File: config.mk
export PLATFORM = sky130hd
export DESIGN_NAME = sorted_insert_priority_queue
export DESIGN_NICKNAME = d
export VERILOG_FILES = /design/src/rtl/sipq_pkg.sv /design/src/rtl/sorted_insert_priority_queue.sv /design/src/rtl/sipq_cell.sv
export SDC_FILE = /design/constraint.sdc
export NUM_CORES = 1
export LEC_CHECK = 0
export BUFFER_PORTS_ARGS = -buffer_cell sky130_fd_sc_hd__clkbuf_2
export CELL_PAD_IN_SITES_DETAIL_PLACEMENT = 2
export CELL_PAD_IN_SITES_GLOBAL_PLACEMENT = 2
export CORE_UTILIZATION = 41
export CTS_CLUSTER_SIZE = 40
export DETAILED_ROUTE_END_ITERATION = 16
export GPL_ROUTABILITY_DRIVEN = 0
export PLACE_DENSITY_LB_ADDON = 0.2
export SKIP_CTS_REPAIR_TIMING = 1
export SLEW_MARGIN = 40
export SYNTH_ARGS = -nofsm -noshare
export SYNTH_HDL_FRONTEND = slang
export SYNTH_HIERARCHICAL = 1
export SYNTH_SLANG_ARGS = --single-unit
File: constraint.sdc
create_clock -name clk -period 3.7 [get_ports clk]
set_input_delay 0.37 -clock clk [delete_from_list [all_inputs] [get_ports clk]]
set_output_delay 0.37 -clock clk [all_outputs]
set_load 0.02 [all_outputs]
File: src/rtl/sipq_pkg.sv
// ----------------------------------------------------------------------------
// sipq_pkg: shared types and constants
// Transaction structs, operation and status codes, and the link between
// neighboring cells of the sorted insert priority queue.
// ----------------------------------------------------------------------------
`default_nettype none

package sipq_pkg;

    localparam int PRIO_W    = 8;
    localparam int DATA_W    = 8;
    localparam int CAP_W     = 5;
    localparam int COUNT_W   = 5;
    localparam int DEPTH_DEF = 16;

    localparam logic [CAP_W-1:0] CAP_RESET = 5'd16;

    typedef enum logic [0:0] {
        OP_ENQ = 1'b0,
        OP_DEQ = 1'b1
    } opcode_t;

    typedef enum logic [1:0] {
        ST_OK    = 2'd0,
        ST_FULL  = 2'd1,
        ST_EMPTY = 2'd2
    } status_t;

    typedef struct packed {
        opcode_t           opcode;
        logic [PRIO_W-1:0] in_priority;
        logic [DATA_W-1:0] in_payload;
    } cmd_t;

    typedef struct packed {
        status_t            status;
        logic [PRIO_W-1:0]  out_priority;
        logic [DATA_W-1:0]  out_payload;
        logic [COUNT_W-1:0] count;
        logic               is_empty;
        logic               is_full;
    } rsp_t;

    typedef struct packed {
        logic              enq;
        logic              deq;
        logic [PRIO_W-1:0] new_prio;
        logic [DATA_W-1:0] new_payload;
    } cell_ctl_t;

    typedef struct packed {
        logic              valid;
        logic              mov;
        logic [PRIO_W-1:0] prio;
        logic [DATA_W-1:0] payload;
    } cell_link_t;

endpackage

`default_nettype wire

File: src/rtl/sorted_insert_priority_queue.sv
// Response: the result strobe rises in the cycle after the transaction is accepted.
// Throughput: one transaction per cycle; busy stays low, the cell chain
// updates all of its cells together for each insert or removal.
// Reset: cells empty, count zero, capacity 16; the receiver cannot stall.
// ----------------------------------------------------------------------------
// sorted_insert_priority_queue: top level
// Bounded priority queue kept sorted in a row of cells, head in cell zero;
// equal priorities leave in arrival order.
// ----------------------------------------------------------------------------
`default_nettype none

module sorted_insert_priority_queue
    import sipq_pkg::*;
#(
    parameter int DEPTH = DEPTH_DEF
)
(
    input  wire logic             clk,
    input  wire logic             rst_n,
    input  wire logic             start,
    output logic                  busy,
    input  wire cmd_t             cmd,
    output logic                  done,
    output rsp_t                  result,
    input  wire logic             cfg_wr_en,
    input  wire logic [CAP_W-1:0] cfg_wr_data
);

    localparam int CNT_W = $clog2(DEPTH + 1);
    localparam int CW    = (CNT_W > CAP_W) ? CNT_W : CAP_W;

    logic [CAP_W-1:0] capacity_reg;
    logic [CNT_W-1:0] count_reg, count_next;
    logic             done_reg;
    rsp_t             result_reg, result_next;

    logic             accept;
    logic [CW-1:0]    cap_ext, cap_eff, cnt_now, cnt_after;
    logic             full_now, empty_now, enq_ok, deq_ok;
    cell_ctl_t        ctl;
    cell_link_t       links   [DEPTH];
    cell_link_t       left_in [DEPTH];
    cell_link_t       right_in[DEPTH];

    assign busy   = 1'b0;
    assign accept = start && !busy;

    always_comb
    begin
        cap_ext = CW'(capacity_reg);
        if (cap_ext == '0)
            cap_eff = CW'(1);
        else if (cap_ext > CW'(DEPTH))
            cap_eff = CW'(DEPTH);
        else
            cap_eff = cap_ext;
    end

    assign cnt_now   = CW'(count_reg);
    assign full_now  = cnt_now >= cap_eff;
    assign empty_now = count_reg == '0;
    assign enq_ok    = accept && (cmd.opcode == OP_ENQ) && !full_now;
    assign deq_ok    = accept && (cmd.opcode == OP_DEQ) && !empty_now;

    assign ctl.enq         = enq_ok;
    assign ctl.deq         = deq_ok;
    assign ctl.new_prio    = cmd.in_priority;
    assign ctl.new_payload = cmd.in_payload;

    genvar gi;
    generate
        for (gi = 0; gi < DEPTH; gi++)
        begin : g_cell
            if (gi == 0)
            begin : g_first
                assign left_in[gi] = '0;
            end
            else
            begin : g_mid_l
                assign left_in[gi] = links[gi-1];
            end
            if (gi == DEPTH - 1)
            begin : g_last
                assign right_in[gi] = '0;
            end
            else
            begin : g_mid_r
                assign right_in[gi] = links[gi+1];
            end
            sipq_cell u_cell (
                .clk   (clk),
                .rst_n (rst_n),
                .ctl   (ctl),
                .left  (left_in[gi]),
                .right (right_in[gi]),
                .link  (links[gi])
            );
        end
    endgenerate

    always_comb
    begin
        count_next = count_reg;
        if (enq_ok)
            count_next = count_reg + CNT_W'(1);
        else if (deq_ok)
            count_next = count_reg - CNT_W'(1);
        cnt_after = CW'(count_next);

        result_next              = '0;
        result_next.status       = ST_OK;
        if (accept && (cmd.opcode == OP_ENQ) && full_now)
            result_next.status = ST_FULL;
        else if (accept && (cmd.opcode == OP_DEQ) && empty_now)
            result_next.status = ST_EMPTY;
        if (deq_ok)
        begin
            result_next.out_priority = links[0].prio;
            result_next.out_payload  = links[0].payload;
        end
        result_next.count    = cnt_after[COUNT_W-1:0];
        result_next.is_empty = count_next == '0;
        result_next.is_full  = cnt_after >= cap_eff;
    end

    always_ff @(posedge clk or negedge rst_n)
    begin
        if (!rst_n)
        begin
            capacity_reg <= CAP_RESET;
            count_reg    <= '0;
            done_reg     <= 1'b0;
        end
        else
        begin
            if (cfg_wr_en)
                capacity_reg <= cfg_wr_data;
            count_reg <= count_next;
            done_reg  <= accept;
        end
    end

    always_ff @(posedge clk)
    begin
        if (accept)
            result_reg <= result_next;
    end

    assign done   = done_reg;
    assign result = result_reg;

endmodule

`default_nettype wire

File: src/rtl/sipq_cell.sv
// ----------------------------------------------------------------------------
// sipq_cell: one slot of the sorted chain
// Holds one entry; on enqueue shifts right or captures the new entry at the
// insertion point, on dequeue takes the right neighbor's entry.
// ----------------------------------------------------------------------------
`default_nettype none

module sipq_cell
    import sipq_pkg::*;
(
    input  wire logic       clk,
    input  wire logic       rst_n,
    input  wire cell_ctl_t  ctl,
    input  wire cell_link_t left,
    input  wire cell_link_t right,
    output cell_link_t      link
);

    logic              valid_reg, valid_next;
    logic [PRIO_W-1:0] prio_reg, prio_next;
    logic [DATA_W-1:0] payload_reg, payload_next;
    logic              mov;

    assign mov = !valid_reg || (prio_reg > ctl.new_prio);

    always_comb
    begin
        valid_next   = valid_reg;
        prio_next    = prio_reg;
        payload_next = payload_reg;
        if (ctl.enq && mov)
        begin
            if (left.mov)
            begin
                valid_next   = left.valid;
                prio_next    = left.prio;
                payload_next = left.payload;
            end
            else
            begin
                valid_next   = 1'b1;
                prio_next    = ctl.new_prio;
                payload_next = ctl.new_payload;
            end
        end
        else if (ctl.deq)
        begin
            valid_next   = right.valid;
            prio_next    = right.prio;
            payload_next = right.payload;
        end
    end

    always_ff @(posedge clk or negedge rst_n)
    begin
        if (!rst_n)
        begin
            valid_reg <= 1'b0;
        end
        else
        begin
            valid_reg <= valid_next;
        end
    end

    always_ff @(posedge clk)
    begin
        prio_reg    <= prio_next;
        payload_reg <= payload_next;
    end

    assign link.valid   = valid_reg;
    assign link.mov     = mov;
    assign link.prio    = prio_reg;
    assign link.payload = payload_reg;

endmodule

`default_nettype wire

======== After elaboration in Yosys (flattened, before gate mapping) ========
Index checks and enable logic that the tools add are counted.
word-level totals
  register bits ........................... 308
  bits in latches ......................... 0
  bits in writable memories ............... 0
  ROM bits ................................ 0
  input port bits ......................... 26
  output and inout port bits .............. 27
  logic and storage cells ................. 299
  memories kept ........................... 0
operators by class
  add/sub/neg operators ................... 2
  multipliers ............................. 0
  divide/modulo/power cells ............... 0
  magnitude comparators ................... 19
  equality and inequality tests ........... 0
  shifts and indexed selects .............. 0
  muxes and demuxes ....................... 145
  bitwise operators ....................... 1
  reduce and logical (&&, ||, !) cells .... 75
operators by type and width
  cell                                                  number
  two-way mux 8 bit                                     93
  greater-than comparator 8 bit                         16
  two-way mux 1 bit                                     47
  nonzero test 2 bit                                    16
  logical AND 1 bit                                     22
  two-way mux 5 bit                                     4
  zero test 1 bit                                       18
  logical OR 1 bit                                      16
  zero test 5 bit                                       3
  greater-or-equal comparator 5 bit                     2
  adder 5 x 1 -> 5 bit, second input constant           1
  greater-than comparator 5 bit, second input constant  1
  subtractor 5 x 1 -> 5 bit, second input constant      1
  two-way mux 2 bit                                     1
  inverter 1 bit                                        1

======== Logic depth before layout (Yosys ltp) ========
Gate-level depths: netlist of the first run.
  depth in word-level cells ............... 8
  depth in mapped cells ................... 16
  mapped depth without buffers ............ 16

======== Hierarchy ========
Netlist of the first run, hierarchy kept.
by module, submodules not included
  module                        instances  cells each  area an instance (µm²)  seq. area each (µm²)
  sipq_cell                     16         100         1,219.9                 505.5
  sorted_insert_priority_queue  1          130         1,701.6                 1,027.2

======== Least setup slack after synthesis of the first run ========
No wires, ideal clock.
  path kind ............................... register to register
  from .................................... register capacity_reg[2], in the netlist cap_ext[2]
  to ...................................... register result_reg (netlist bit result[0]), data pin
  setup time .............................. 0.257 ns
  data arrival time ....................... 3.290 ns
  data required time ...................... 3.443 ns
  setup slack ............................. 0.153 ns
  cell stages (with the launch flop) ...... 17
  buffers on the path ..................... 0
  period minus slack after synthesis ...... 3.547 ns
  cells stage by stage .................... dfrtp_1 -> nor3_1 -> nor2_1 -> nor2_1 -> ha_1 -> nand2b_4 -> a211o_1 -> a21oi_4 -> or2_1 -> xnor2_1 -> ha_1 -> nand2b_1 -> a21o_1 -> a21oi_1 -> nor2b_1 -> o21ai_0 -> nand2b_1
RTL lines
  what                    line                                 RTL
  from (decl)             sorted_insert_priority_queue.sv:32   logic [CAP_W-1:0] capacity_reg;
  from (signal assigned)  sorted_insert_priority_queue.sv:137  capacity_reg <= cfg_wr_data;
  to (signal assigned)    sorted_insert_priority_queue.sv:146  result_reg <= result_next;
  to (decl)               sorted_insert_priority_queue.sv:35   rsp_t result_reg, result_next;

======== Final worst setup path of the first run ========
  from .................................... register capacity_reg[2], in the netlist cap_ext[2]
  to ...................................... register g_cell[13].u_cell.payload_reg[3], data pin
on the way
  word-level cells in the longest chain between the ends .. 8
  elaborated cells between the ends (all ways) .. 9
  classes of those cells .................. order compare (2); mux (3); reduce/logical (4)
RTL lines
  what                                   line                                RTL
  greater-than comparator 5 bit          sorted_insert_priority_queue.sv:53  else if (cap_ext > CW'(DEPTH))
  two-way mux 5 bit                      sorted_insert_priority_queue.sv:53
  two-way mux 5 bit *                    sorted_insert_priority_queue.sv:51  if (cap_ext == '0)
  greater-or-equal comparator 5 bit *    sorted_insert_priority_queue.sv:60  assign full_now = cnt_now >= cap_eff;
  zero test 1 bit *                      sorted_insert_priority_queue.sv:62  assign enq_ok = accept && (cmd.opcode == OP_ENQ) && !full_now;
  logical AND 1 bit *                    sorted_insert_priority_queue.sv:62
  net enq_ok                             sorted_insert_priority_queue.sv:39  logic full_now, empty_now, enq_ok, deq_ok;
  logical AND 1 bit *                    sipq_cell.sv:31                     if (ctl.enq && mov)
  two-way mux 8 bit *                    sipq_cell.sv:31
  net g_cell[13].u_cell.payload_next[3]  sipq_cell.sv:21                     logic [DATA_W-1:0] payload_reg, payload_next;
  to (signal assigned)                   sipq_cell.sv:69                     payload_reg <= payload_next;
  to (decl)                              sipq_cell.sv:21
Mark *: on every way through the listed nets, which the timed path passes. The rest lies on a longest branch.
A chain may end at the register's enable or synchronous reset.

==> run_results.csv, run 1 <==
group,metric,value,unit
outcome,status,"finished clean",
synth,yosysWarningCount,6,
job,drv_cap,0,
detailed_routing,postRouteAntennaNets,0,
clock_tree,cts_tree,"built",
clock_tree,clk_latency,0.56,ns
place,place_inst,2469,
sta,setup_viol,0,
critical_path,worst_setup_path_end_kind,"flop",
sta,clock_skew,0.01643,ns
place,port_buffers,51,
sta,tightest_slew,0.7807,ns
final_layout,area_delta_synth_final,12.23,%
detailed_routing,wl_per_cell,24.63,microns
sta,maxSlewHeadroom,47.95,%
detailed_routing,wirelength,62520,microns
worst_hold_path,hold_class,"input port to flop",
global_route,overflow,0,
global_route,grt_pass1_vias,16260,
global_route,grt_pass1_wl,97020,microns
critical_path,cp-start-kind,"flop",
power,p_per_area,685.5,nW/um^2
clock_tree,htreeDepth,2,
die,die_y,229.4,microns
final_layout,n_antenna_cell,0,
die,row_count,82,
synth,syn_area_per_cell,12.28,sq um
detailed_routing,firstDrtPassIters,5,
place,dpl.hpwl,44750,microns
synth,syn_area,21200,sq um
die,die_w,229.4,microns
power,p_leak,9.330,nW
die,start_util,41.92,%
sta,period_share,95.09,%
final_layout,layout.nets,2004,
critical_path,crit_required,4.01,ns
critical_path,worst_ep_arrival_time,3.83,ns
clock_tree,clkSlewWorstSetupHoldPaths,0.06,ns
power,ir_drop,0.0003166,V
critical_path,rrSetupSlack,0.18,ns
sta,setup_tns,0,ns
global_route,grt_use_met1,29.05,%
clock_tree,cts_max_path_buffers,3,
detailed_routing,routed_via_density,5.586,
detailed_routing,drc,0,
power,power,16.31,mW
final_layout,drive_above_1_share,36.50,%
synth,synth_cells,1727,
global_route,track_usage,23.89,%
global_route,grt_max_degree,36,
sta,rsz0062_at_grt,"false",
global_route,grt_antenna_before_repair,1,
critical_path,path_max_fanout,31,
final_layout,ff_latch_area,9115,sq um
die,core-area,50580,sq um
die,ios,53,
clock_tree,numCtsBuffers,38,
detailed_routing,vias,14180,
critical_path,crit_type,"flop to flop",
global_route,top_usage_layer,"met2",
global_route,met3_usage,3.063,%
clock_tree,cts-root-buf,"clkbuf_16",
final_layout,fillers,5004,
sta,fmax,0.2842,GHz
detailed_routing,drt-initial-drc-count,606,
sta,hold_viol,0,
die,dieArea,52620,sq um
sta,maxSlewViolCount,0,
final_layout,finalNonFillerCells,2538,
sta,fin_crit,3.518,ns
clock_tree,clock-sinks,308,
global_route,use_met2,44.09,%
final_layout,multi_input_area,10970,sq um
[area by class of cell]
cell class,count,area share (%)
multi-input combinational,1221,46.12
sequential,308,38.31
timing repair buffer,136,4.869
clock buffer,50,4.485
tap,672,3.534
inverter,133,2.098
clock inverter,18,0.5837
[worst max-delay path, cell delays in order, from the launching register on]
cell and delay, ns:
dfrtp_1 0.40, nor3_1 0.21, nor2_1 0.06, nor2_1 0.20, ha_1 0.28, nand2b_4 0.14
a211o_1 0.34, a21oi_4 0.22, buf_12 0.22, a21bo_2 0.26, a31oi_4 0.31, buf_4 0.25
mux2_2 0.35
[layout by cell type (no fill, tap or decap), types with 5 or more instances in the layout]
cell type  count
nor2b_1       18
and2_1        16
or2_2         16
nand4_1       32
a211oi_2      16
a21o_1        17
mux2_2       276
dfrtp_1       26
clkbuf_8       5
clkbuf_2      51
clkbuf_16     39
a21oi_1       52
buf_12        21
clkinv_2       8
nand2b_1      49
clkinv_1       6
a31oi_4       16
mux2_4       128
clkbuf_1       6
o221a_2       16
nand3b_1      16
ha_1         140
inv_1        133
buf_4         63
o21a_1        17
o21ai_0      114
conb_1        36
o211ai_1      16
o32a_1        16
nand2_1      136
edfxtp_1     281
nor2_1        37
a21bo_2       16
[per-layer routing]
metal,vias up,routed length [microns]
met5,-,0
met3,82,1277
li1,6568,-
met1,7361,26990
met2,166,32960
met4,0,1293
[stage by stage]
stage / worst slack [ns] / utilization (%) / hold WS [ns] / instance area, sq um
after floorplan: 0.1528 / - / 0.07441 / 21330
after global placement: 0.3261 / 44.64 / 0.4918 / 22580
after detailed placement: 0.1807 / 44.64 / 0.4998 / 22580
after CTS: 0.1709 / 47.02 / -0.09945 / 23780
after global routing: 0.006247 / 47.04 / 0.03397 / 23790
final: 0.1818 / 47.04 / 0.02602 / 23790
[power by group]
| part | total [mW] | internal (mW) | switching, mW |
|---|---|---|---|
| clock network | 3.72 | 2.17 | 1.55 |
| registers | 5.98 | 5.15 | 0.827 |
| logic | 6.61 | 3.30 | 3.31 |
[worst paths after layout]
check | depth (start not counted) | endpoint | startpoint
setup / recovery | 12 | g_cell[13].u_cell/payload_reg[3]$_DFFE_PP_ | cap_ext[2]$_DFFE_PN0P_
hold / removal | 3 | cap_ext[4]$_DFFE_PN1P_ | cfg_wr_data[4]
setup reg to reg | 12 | g_cell[13].u_cell/payload_reg[3]$_DFFE_PP_ | cap_ext[2]$_DFFE_PN0P_
hold reg to reg | 1 | cap_ext[1]$_DFFE_PN0P_ | cap_ext[1]$_DFFE_PN0P_
max in group asynchronous | 3 | cap_ext[3]$_DFFE_PN0P_ | rst_n
min in group asynchronous | 3 | g_cell[8].u_cell/valid_reg$_DFFE_PN0P_ | rst_n
(Power assumes the default switching activity.)
==> run 2, diff against run 1 <==
Settings changed: CELL_PAD_IN_SITES_DETAIL_PLACEMENT 2 to unset, CELL_PAD_IN_SITES_GLOBAL_PLACEMENT 2 to unset, CORE_UTILIZATION 41 to 45, SKIP_CTS_REPAIR_TIMING 1 to unset.
==> run 2 against run 1 <==
Cell count shrank 3.2%. Register-to-register slack gained 0.096 ns. Sequential cell count is the same. Combinational power shrank 7.4%. Global-route usage shrank 2.9 points. Sequential share of layout area grew 0.37 points. Die area shrank 8.8%. Critical path type unchanged.
==> run_results.csv, run 2 (synthesis results as in run 1) <==
group,metric,value,unit
outcome,status,"finished clean",
final_layout,n_antenna_cell,0,
worst_hold_path,hold_start,"cfg_wr_data[4]",
critical_path,worst_setup_path_end_kind,"flop",
final_layout,fillers,4105,
critical_path,rr_worst_depth,12,
final_layout,area_delta_synth_final,11.15,%
clock_tree,cts-root-buf,"clkbuf_16",
global_route,grt_pass1_wl,78290,microns
sta,clock_skew,0.01677,ns
detailed_routing,wl_per_cell,20.29,microns
die,row_count,79,
critical_path,path_max_fanout,32,
global_route,track_usage,20.97,%
clock_tree,clock-sinks,308,
critical_path,worst_r2r_endpoint,"g_cell[0].u_cell/payload_reg[0]$_DFFE_PP_",
critical_path,crit_type,"flop to flop",
final_layout,final_cell_mix,"edfxtp_1 (281), mux2_2 (276), ha_1 (140)",
sta,hold_viol,0,
critical_path,worst_ep_arrival_time,3.71,ns
global_route,overflow,0,
worst_hold_path,hold_depth,3,
power,power,15.72,mW
detailed_routing,vias,13540,
die,dieArea,47990,sq um
sta,maxSlewViolCount,0,
job,drv_cap,0,
detailed_routing,postRouteAntennaNets,0,
die,die_w,219.1,microns
global_route,grt_pass1_vias,13860,
worst_hold_path,hold_class,"input port to flop",
sta,tightest_slew,0.5678,ns
global_route,grt_antenna_before_repair,0,
detailed_routing,wirelength,49850,microns
clock_tree,clkSlewWorstSetupHoldPaths,0.06,ns
clock_tree,cts_max_path_buffers,3,
die,ios,53,
critical_path,rrSetupSlack,0.28,ns
worst_hold_path,min_to,"cap_ext[4]$_DFFE_PN1P_",
clock_tree,cts_tree,"built",
detailed_routing,drc,0,
detailed_routing,firstDrtPassIters,5,
power,ir_drop,0.0003804,V
die,die_y,219.1,microns
sta,maxSlewHeadroom,62.15,%
global_route,grt_max_degree,40,
sta,setup_viol,0,
sta,period_share,92.50,%
critical_path,r2r-start,"cap_ext[2]$_DFFE_PN0P_",
detailed_routing,routed_via_density,5.510,
sta,fin_crit,3.423,ns
clock_tree,htreeDepth,2,
final_layout,drive_above_1_share,35.73,%
clock_tree,clk_latency,0.54,ns
final_layout,layout.nets,1988,
critical_path,cp-start-kind,"flop",
die,core-area,46560,sq um
power,p_per_area,666.9,nW/um^2
place,dpl.hpwl,37290,microns
final_layout,layout_commonest_cell,"edfxtp_1",
critical_path,crit_required,3.99,ns
sta,fmax,0.2922,GHz
clock_tree,numCtsBuffers,37,
sta,setup_tns,0,ns
die,start_util,45.54,%
sta,rsz0062_at_grt,"false",
place,port_buffers,51,
power,p_leak,9.235,nW
detailed_routing,drt-initial-drc-count,735,
==> run 2: how the worst max path moves through the flow <==
| stage | from | cells after the start | to |
|---|---|---|---|
| after global placement | cap_ext[2]$_DFFE_PN0P_ | 12 | g_cell[0].u_cell/payload_reg[0]$_DFFE_PP_ |
| after global routing | cap_ext[2]$_DFFE_PN0P_ | 11 | g_cell[0].u_cell/payload_reg[2]$_DFFE_PP_ |
| after floorplan | cap_ext[2]$_DFFE_PN0P_ | 16 | result[0]$_DFFE_PP_ |
| after CTS | cap_ext[2]$_DFFE_PN0P_ | 12 | g_cell[0].u_cell/payload_reg[0]$_DFFE_PP_ |
| after detailed placement | cap_ext[2]$_DFFE_PN0P_ | 12 | g_cell[0].u_cell/payload_reg[0]$_DFFE_PP_ |
| final | cap_ext[2]$_DFFE_PN0P_ | 12 | g_cell[0].u_cell/payload_reg[0]$_DFFE_PP_ |
==> run 2: cell type report <==
type | instances | area [sq um] | area share (%)
multi-input combinational | 1221 | 10970 | 46.57
inverter | 133 | 499.2 | 2.118
clock inverter | 9 | 92.59 | 0.3929
tap | 607 | 759.5 | 3.223
clock buffer | 58 | 1127 | 4.784
sequential | 308 | 9115 | 38.68
timing repair buffer | 121 | 998.5 | 4.237
==> run 2: worst max-delay path, cell delays in order (launching register included) <==
cell      delay [ns]
dfrtp_1         0.39
nor3_1          0.20
nor2_1          0.08
nor2_1          0.14
ha_1            0.25
nand2b_4        0.13
a211o_1         0.33
a21oi_4         0.22
buf_12          0.21
a21bo_2         0.26
a31oi_4         0.35
buf_4           0.24
mux2_2          0.34
==> run 2: what timing repair did <==
item / 4_1_cts / 5_1_grt
buffers inserted: 0 / 0
hold buffers: 1 / 0
gates resized for setup: 0 / 0
endpoints found under the hold margin: 26 / 0
==> run 2: stage by stage <==
step	util, %	instance area, sq um	setup WS [ns]	std cells	hold slack, ns
global route	50.62	23570	0.08690	2457	0.03939
floorplan	-	21330	0.1528	1762	0.07441
finish	50.62	23570	0.2775	2457	0.03727
global placement	47.97	22330	0.3227	2389	0.5194
CTS	50.62	23570	0.2651	2457	0.003369
detailed placement	47.98	22340	0.2647	2389	0.4195
==> run 2: layer usage <==
layer  wire (microns)  GRT usage (%)  vias to the layer above
met4              974          5.000                        0
met5                0              0                        -
met2            24950          36.31                      186
met1            22540          27.63                     6744
met3             1382          2.772                       68
li1                 -              -                     6541
==> run 2: report_power, final <==
part           internal (mW)  switching [mW]
Combinational           3.15            2.97
Clock                   2.23            1.46
Sequential              5.15           0.756
Total                   10.5            5.19
==> run 3, diff against run 2 <==
Settings changed: BUFFER_PORTS_ARGS -buffer_cell sky130_fd_sc_hd__clkbuf_2 to -buffer_cell sky130_fd_sc_hd__buf_2.
==> run 3 against run 2 <==
Register-to-register slack barely moved. Global-route usage barely moved. Non-clock buffer count fell by 5. Critical path type unchanged. Die area did not move.
==> run_results.csv, run 3 (synthesis results as in run 1) <==
group,metric,value,unit
final_layout,fillers,4103,
global_route,overflow,0,
place,dpl.hpwl,36400,microns
clock_tree,numCtsBuffers,37,
final_layout,drive_above_1_share,35.88,%
detailed_routing,firstDrtPassIters,4,
worst_hold_path,hold_class,"input port to flop",
clock_tree,clk_latency,0.55,ns
detailed_routing,vias,13550,
sta,tightest_slew,0.8544,ns
die,dieArea,47990,sq um
outcome,status,"finished clean",
clock_tree,cts_max_path_buffers,3,
global_route,grt_pass1_wl,78610,microns
sta,maxSlewHeadroom,43.04,%
critical_path,crit_required,4.00,ns
critical_path,cp-start-kind,"flop",
sta,setup_viol,0,
place,place_inst,2384,
die,start_util,45.54,%
final_layout,layout.nets,1983,
global_route,use_met2,37.09,%
die,ios,53,
die,die_w,219.1,microns
sta,fin_crit,3.417,ns
die,core-area,46560,sq um
final_layout,finalNonFillerCells,2452,
place,port_buffers,51,
final_layout,final_cell_mix,"edfxtp_1 (281), mux2_2 (276), ha_1 (140)",
sta,maxSlewViolCount,0,
detailed_routing,wirelength,50080,microns
detailed_routing,drt-initial-drc-count,655,
final_layout,post-route-util,50.49,%
final_layout,n_antenna_cell,0,
sta,rsz0062_at_grt,"false",
detailed_routing,drc,0,
detailed_routing,wl_per_cell,20.42,microns
sta,clock_skew,0.01566,ns
detailed_routing,routed_via_density,5.525,
global_route,grt_pass1_vias,14310,
sta,fin_ws,0.2830,ns
global_route,grt_use_met1,26.78,%
place,place_ws,0.2976,ns
power,p_per_area,670.8,nW/um^2
clock_tree,post_cts_resized,0,
global_route,grt_antenna_before_repair,0,
clock_tree,clkSlewWorstSetupHoldPaths,0.06,ns
global_route,grt_max_degree,49,
global_route,top_usage_layer,"met2",
clock_tree,cts-root-buf,"clkbuf_16",
clock_tree,clock-sinks,308,
global_route,met3_usage,2.426,%
sta,fmax,0.2927,GHz
critical_path,worst_ep_arrival_time,3.72,ns
die,row_count,79,
critical_path,path_max_fanout,34,
sta,period_share,92.35,%
die,die_y,219.1,microns
final_layout,area_delta_synth_final,10.86,%
final_layout,layout_commonest_cell,"edfxtp_1",
power,p_leak,9.175,nW
sta,fin_hold_ws,0.04239,ns
sta,hold_viol,0,
power,ir_drop,0.0003824,V
sta,setup_tns,0,ns
critical_path,worst_setup_path_end_kind,"flop",
detailed_routing,postRouteAntennaNets,0,
critical_path,crit_type,"flop to flop",
job,drv_cap,0,
global_route,track_usage,21.02,%
clock_tree,cts_tree,"built",
clock_tree,htreeDepth,2,
[run 3: through the flow]
| stage | area [sq um] | power (mW) |
|---|---|---|
| 6_report | 23500 | 15.77 |
| 5_1_grt | 23500 | 16.67 |
| 4_1_cts | 23500 | 15.89 |
| 3_5_place_dp | 22250 | 12.09 |
| 3_3_place_gp | 22250 | 11.92 |
| 2_1_floorplan | 21330 | 10.54 |
[run 3: worst max-delay path, cell delays in order (launching register included)]
cell and delay (ns):
dfrtp_1 0.40, nor3_1 0.18, nor2_1 0.07, nor2_1 0.14, ha_1 0.25, nand2b_4 0.13, a211o_1 0.34, a21oi_4 0.23
buf_12 0.22, a21bo_2 0.26, a31oi_4 0.32, buf_4 0.25, mux2_2 0.35
[run 3: layer usage]
layer	vias up	wire length (microns)
met1	6740	22500
met5	-	0
li1	6522	-
met3	81	1437
met2	205	24960
met4	0	1171
[run 3: worst paths after layout]
| check | cells past startpoint | slack [ns] | start | to |
|---|---|---|---|---|
| max | 12 | 0.28 | cap_ext[3]$_DFFE_PN0P_ | g_cell[1].u_cell/payload_reg[5]$_DFFE_PP_ |
| max reg2reg | 12 | 0.28 | cap_ext[3]$_DFFE_PN0P_ | g_cell[1].u_cell/payload_reg[5]$_DFFE_PP_ |
| min in group asynchronous | 2 | 0.35 | rst_n | cnt_now[2]$_DFF_PN0_ |
| max in group asynchronous | 2 | 2.95 | rst_n | g_cell[9].u_cell/valid_reg$_DFFE_PN0P_ |
| min reg2reg | 1 | 0.53 | cap_ext[0]$_DFFE_PN0P_ | cap_ext[0]$_DFFE_PN0P_ |
| min | 3 | 0.04 | cfg_wr_data[4] | cap_ext[4]$_DFFE_PN1P_ |
[run 3: cell type report]
type / instances / area [sq um] / share of cell area (%)
Multi-Input combinational cell: 1221 / 10970 / 46.69
Inverter: 133 / 499.2 / 2.124
Clock inverter: 21 / 222.7 / 0.9476
Sequential cell: 308 / 9115 / 38.78
Clock buffer: 46 / 1022 / 4.349
Timing Repair Buffer: 116 / 910.9 / 3.875
Tap cell: 607 / 759.5 / 3.231
[run 3: timing repair]
| item | in CTS | in global routing |
|---|---|---|
| hold buffers | 1 | 0 |
| buffers inserted | 0 | 0 |
| hold endpoints to repair | 26 | 0 |
[run 3: power breakdown]
group | switching [mW] | leakage [nW] | total, mW | internal (mW)
combinational | 2.97 | 5.64 | 6.09 | 3.12
sequential | 0.775 | 2.95 | 5.93 | 5.15
clock | 1.50 | 0.583 | 3.75 | 2.25
